**config.mk**
```make
export PLATFORM = sky130hd
export DESIGN_NAME = pctc_time_split
export DESIGN_NICKNAME = d
export VERILOG_FILES = /design/src/design/pctc_pkg.sv /design/src/design/pctc_time_split.sv
export SDC_FILE = /design/constraint.sdc
export NUM_CORES = 1
export LEC_CHECK = 0
export BUFFER_PORTS_ARGS = -buffer_cell sky130_fd_sc_hd__buf_4
export CORE_ASPECT_RATIO = 0.7
export CORE_MARGIN = 2
export CORE_UTILIZATION = 60
export CTS_CLUSTER_DIAMETER = 150
export DETAILED_ROUTE_END_ITERATION = 12
export GPL_TIMING_DRIVEN = 0
export PLACE_DENSITY = 0.8
export SETUP_SLACK_MARGIN = 0.15
export SYNTH_ARGS = -nofsm -noshare
export SYNTH_HDL_FRONTEND = slang
export SYNTH_SLANG_ARGS = --single-unit
```
**constraint.sdc**
```tcl
create_clock -name clock -period 6.72 [get_ports clock]
set_input_delay 1.344 -clock clock [delete_from_list [all_inputs] [get_ports clock]]
set_output_delay 1.344 -clock clock [all_outputs]
set_load 0.01 [all_outputs]
```
**src/design/pctc_pkg.sv**
```systemverilog
// ---------------------------------------------------------------------------
// pctc_pkg
// Shared widths and defaults for the packet checksum and time checker.
// ---------------------------------------------------------------------------
package pctc_pkg;

   localparam int MAX_BYTES_DEFAULT = 1024;

   localparam int SOD_W  = 18;
   localparam int HR_W   = 7;
   localparam int MIN_W  = 6;
   localparam int SEC_W  = 6;

   // register stages of the time split after the capture stage
   localparam int TIME_LAT = 4;

endpackage

```
**src/design/pctc_time_split.sv**
```systemverilog
// ---------------------------------------------------------------------------
// pctc_time_split
// Pipelined split of seconds of day into hours, minutes and seconds,
// using reciprocal multiplies; all stages advance together on enable.
// ---------------------------------------------------------------------------
module pctc_time_split
   import pctc_pkg::*;
(
   input  logic             clock,
   input  logic             enable,
   input  logic [SOD_W-1:0] sod,
   output logic [HR_W-1:0]  hours,
   output logic [MIN_W-1:0] minutes,
   output logic [SEC_W-1:0] seconds
);

   localparam int REM_W          = 12;
   localparam int RECIP_H_W      = 20;
   localparam int RECIP_H_SHIFT  = 31;
   localparam int RECIP_M_W      = 13;
   localparam int RECIP_M_SHIFT  = 18;
   localparam int PROD_H_W       = SOD_W + RECIP_H_W;
   localparam int PROD_M_W       = REM_W + RECIP_M_W;
   localparam int HOUR_PROD_W    = HR_W + SOD_W;

   localparam logic [RECIP_H_W-1:0] RECIP_H     = 20'd596524;
   localparam logic [RECIP_M_W-1:0] RECIP_M     = 13'd4370;
   localparam logic [SOD_W-1:0]     SEC_PER_HR  = 18'd3600;
   localparam logic [REM_W-1:0]     SEC_PER_MIN = 12'd60;

   logic [PROD_H_W-1:0]    prod_h;
   logic [HOUR_PROD_W-1:0] prod_hs;
   logic [PROD_M_W-1:0]    prod_m;
   logic [REM_W-1:0]       prod_ms;

   logic [SOD_W-1:0] sod_a_ff;
   logic [HR_W-1:0]  hh_a_ff, hh_b_ff, hh_c_ff, hh_d_ff;
   logic [REM_W-1:0] rem_b_ff, rem_c_ff;
   logic [MIN_W-1:0] mm_c_ff, mm_d_ff;
   logic [SEC_W-1:0] ss_d_ff;

   logic [SOD_W-1:0] rem_in;

   assign prod_h  = PROD_H_W'(sod) * PROD_H_W'(RECIP_H);
   assign prod_hs = HOUR_PROD_W'(hh_a_ff) * HOUR_PROD_W'(SEC_PER_HR);
   assign rem_in  = sod_a_ff - prod_hs[SOD_W-1:0];
   assign prod_m  = PROD_M_W'(rem_b_ff) * PROD_M_W'(RECIP_M);
   assign prod_ms = REM_W'(mm_c_ff) * SEC_PER_MIN;

   always_ff @(posedge clock) begin
      if (enable) begin
         sod_a_ff <= sod;
         hh_a_ff  <= prod_h[RECIP_H_SHIFT +: HR_W];
         hh_b_ff  <= hh_a_ff;
         rem_b_ff <= rem_in[REM_W-1:0];
         hh_c_ff  <= hh_b_ff;
         rem_c_ff <= rem_b_ff;
         mm_c_ff  <= prod_m[RECIP_M_SHIFT +: MIN_W];
         hh_d_ff  <= hh_c_ff;
         mm_d_ff  <= mm_c_ff;
         ss_d_ff  <= SEC_W'(rem_c_ff - prod_ms);
      end
   end

   assign hours   = hh_d_ff;
   assign minutes = mm_d_ff;
   assign seconds = ss_d_ff;

endmodule
```
==> results.py <==
metrics = {
    "layout": {
        "layout.cells.non_filler": 1014,
        "final_core_util": 0.677,
        "layout-drive-gt1-share": 0.0692,
        "nNetsFinal": 1156,
        "num-fill-cells": 1024,
        "ant_diodes": 0,
        "layout-area-overhead-vs-synth_pct": 9.35,
    },
    "grt": {
        "met1_usage": 0.289,
        "grt.met2_usage": 0.401,
        "gr-usage-all-layers": 0.228,
        "grt_pass1_vias": 6090,
        "grt-busiest-layer": "met2",
        "grt_first_pass_wirelength_mm": 27.9,
        "gr-usage-met3": 0.0371,
        "grt_max_degree": 77,
        "grt_overflow": 0,
        "grt_antenna_before_repair": 0,
    },
    "route": {
        "routedWlPerCell_microns": 15.5,
        "wl_mm": 15.7,
        "drc_violations": 0,
        "first_iter_violations": 293,
        "route.detailed.vias_per_inst": 5.36,
        "route.antenna.remaining_nets": 0,
        "via_count": 5430,
        "drt_pre_antenna_iters": 4,
    },
    "job": {
        "cap_violations": 0,
    },
    "die": {
        "start_util": 0.619,
        "fp.dieH_microns": 105,
        "coreArea_sq_um": 14100,
        "die_area_sq_um": 15500,
        "floorplan.die.width_microns": 148,
        "placement_rows": 36,
        "number_of_top_level_pins": 39,
    },
    "sta": {
        "grt_setup_unrepaired": "no",
        "number_of_failing_setup_endpoints_in_the_final_timing_report": 0,
        "timing_worst_slew_pin_value_ns": 0.920,
        "hold_viol_final": 0,
        "post-route-period-util": 0.922,
        "fmax_ghz": 0.161,
        "worst_slack_ns": 0.521,
        "min_period_ns": 6.20,
        "fin_tns_setup_ns": 0,
        "max-slew-margin-rel": 0.387,
        "maxSlewViolCount": 0,
        "fin_worst_skew_ns": 0.00640,
    },
    "status": {
        "run_status": "complete, no violations",
    },
    "clocking": {
        "clock_tree_from_tritoncts": "done",
        "htree_num_levels": 3,
        "postCtsSetupBuffers": 0,
        "clkSlewWorstSetupHoldPaths_ns": 0.06,
        "worstSkewPairLatency_ns": 0.33,
        "clock_tree_buffer_depth": 2,
        "tritoncts.num_buffers": 9,
        "cts-root-buf": "sky130_fd_sc_hd__clkbuf_16",
        "numClockSinks": 76,
        "cts_hold_repair_buffers": 0,
        "cts_resized": 0,
    },
    "setup_path": {
        "worstPathRequired_ns": 6.80,
        "category_of_the_worst_setup_path_launch_point": "input port",
        "critical_path_peak_fanout": 7,
        "worst_setup_path_type": "in2reg",
        "arrival_ns": 6.28,
        "end_kind": "flip-flop",
    },
    "yosys": {
        "yosysSeqAreaShare": 0.262,
        "netlist_top_cells_area": "sky130_fd_sc_hd__ha_1 (33%), sky130_fd_sc_hd__edfxtp_1 (26%), sky130_fd_sc_hd__fa_1 (20%)",
        "synth_edf_count": 76,
        "synth.net_count": 1107,
        "post_synth.cell_area_avg_sq_um": 11.3,
        "syn-cell-area_sq_um": 8700,
        "synth_cell_type_count": 39,
        "synth_cells": 770,
        "dominantRegCellSynth": "sky130_fd_sc_hd__edfxtp_1",
        "async_flop_share": 0,
        "synth_largest_type_area_fraction": 0.332,
        "number_of_synthesized_register_bits": 76,
        "yosys_warnings": 0,
        "synth_top_cells_by_count": "sky130_fd_sc_hd__ha_1 (231), sky130_fd_sc_hd__inv_1 (225), sky130_fd_sc_hd__fa_1 (86)",
        "yosysTopAreaCell": "sky130_fd_sc_hd__ha_1",
        "yosysMostFrequentCell": "sky130_fd_sc_hd__ha_1",
    },
    "place": {
        "port_bufs": 38,
        "post-dp-hpwl_mm": 13.3,
        "dpl.cell_count": 998,
        "placement.setup.worst_slack_ns": 0.204,
        "finalWeightedCongestion": 0.989,
    },
    "min_path": {
        "hold_path.class": "reg2reg",
    },
    "power": {
        "vdd_ir_drop_max_v": 0.000240,
        "leakage_nw": 5.05,
        "power_density_nw_per_um2": 437,
    },
}
## per-stage QoR
step	cell area (sq um)	hold WS [ns]	total power [mW]
2_1_floorplan	8700	0.400	2.96
3_3_place_gp	9220	0.401	3.48
3_5_place_dp	9220	0.405	3.66
4_1_cts	9510	0.416	4.18
5_1_grt	9510	0.422	4.70
6_report	9510	0.418	4.15
## power by group
part / leakage, nW / total (mW) / internal, mW / switching [mW]
clock: 0.141 / 0.465 / 0.260 / 0.205
sequential: 0.744 / 0.805 / 0.733 / 0.0718
combinational: 4.17 / 2.88 / 1.27 / 1.61
total: 5.05 / 4.15 / 2.27 / 1.88
## sequential cells by signal, summed over array words and instances, names as in the netlist
signal	count
seconds	6
rem_c_ff	6
hh_b_ff	7
hh_a_ff	7
hh_c_ff	7
rem_b_ff	12
hours	7
mm_c_ff	6
minutes	6
sod_a_ff	12
## cells by family after synthesis
family          share of synthesized area
flops                               0.262
compound gates                     0.0495
fa+ha+maj                           0.530
buf+inv                            0.0971
xor+xnor                           0.0292
simple gates                       0.0315
## cell usage in the layout, fill, tap and decap left out, types with 2 or more instances in the layout
master,count
sky130_fd_sc_hd__buf_4,38
sky130_fd_sc_hd__nand3_1,9
sky130_fd_sc_hd__nand2_1,16
sky130_fd_sc_hd__inv_8,2
sky130_fd_sc_hd__nor3_1,3
sky130_fd_sc_hd__nor2b_1,3
sky130_fd_sc_hd__edfxtp_1,76
sky130_fd_sc_hd__clkbuf_16,9
sky130_fd_sc_hd__inv_6,4
sky130_fd_sc_hd__nor2_1,13
sky130_fd_sc_hd__and2_1,2
sky130_fd_sc_hd__nand4_1,4
sky130_fd_sc_hd__o21bai_1,4
sky130_fd_sc_hd__ha_1,231
sky130_fd_sc_hd__o21ai_1,4
sky130_fd_sc_hd__xor2_1,11
sky130_fd_sc_hd__o31ai_1,2
sky130_fd_sc_hd__inv_1,225
sky130_fd_sc_hd__a21o_1,5
sky130_fd_sc_hd__o2111ai_1,3
sky130_fd_sc_hd__o211ai_1,4
sky130_fd_sc_hd__fa_1,86
sky130_fd_sc_hd__xnor2_1,18
sky130_fd_sc_hd__nand2b_1,3
sky130_fd_sc_hd__o21ai_0,5
sky130_fd_sc_hd__a21oi_1,26
## final cells by class
class,instances,area (sq um),share of cell area
Inverter,225,845,0.0888
Timing Repair Buffer,38,285,0.0300
Clock buffer,9,225,0.0237
Clock inverter,7,65.1,0.00684
Tap cell,190,238,0.0250
Multi-Input combinational cell,469,5570,0.586
Sequential cell,76,2280,0.240
## metal layers
layer / part of all wire / wire (microns)
met1: 0.44 / 6930
met2: 0.49 / 7680
met3: 0.043 / 668
met4: 0.026 / 405
met5: 0 / 0
## critical path, stage by stage
cell and delay (ns):
sky130_fd_sc_hd__buf_4 0.16, sky130_fd_sc_hd__ha_1 0.33, sky130_fd_sc_hd__ha_1 0.36, sky130_fd_sc_hd__inv_1 0.07, sky130_fd_sc_hd__fa_1 0.47, sky130_fd_sc_hd__inv_1 0.06
sky130_fd_sc_hd__fa_1 0.50, sky130_fd_sc_hd__fa_1 0.54, sky130_fd_sc_hd__inv_1 0.05, sky130_fd_sc_hd__fa_1 0.53, sky130_fd_sc_hd__inv_1 0.05, sky130_fd_sc_hd__ha_1 0.31
sky130_fd_sc_hd__nand2_1 0.13, sky130_fd_sc_hd__nor4_1 0.28, sky130_fd_sc_hd__o21ai_0 0.16, sky130_fd_sc_hd__a31oi_1 0.43, sky130_fd_sc_hd__o31ai_1 0.20, sky130_fd_sc_hd__o21ai_1 0.20
sky130_fd_sc_hd__xor2_1 0.09
## worst paths after layout
kind | start | to | slack (ns) | depth (start not counted)
setup reg to reg | rem_b_ff[6]$_DFFE_PP_ | mm_c_ff[5]$_DFFE_PP_ | 2.77 | 14
hold / removal | sod_a_ff[1]$_DFFE_PP_ | rem_b_ff[1]$_DFFE_PP_ | 0.42 | 0
setup / recovery | sod[8] | hh_a_ff[5]$_DFFE_PP_ | 0.52 | 19
hold reg to reg | sod_a_ff[1]$_DFFE_PP_ | rem_b_ff[1]$_DFFE_PP_ | 0.42 | 0
(Power assumes the default switching activity.)
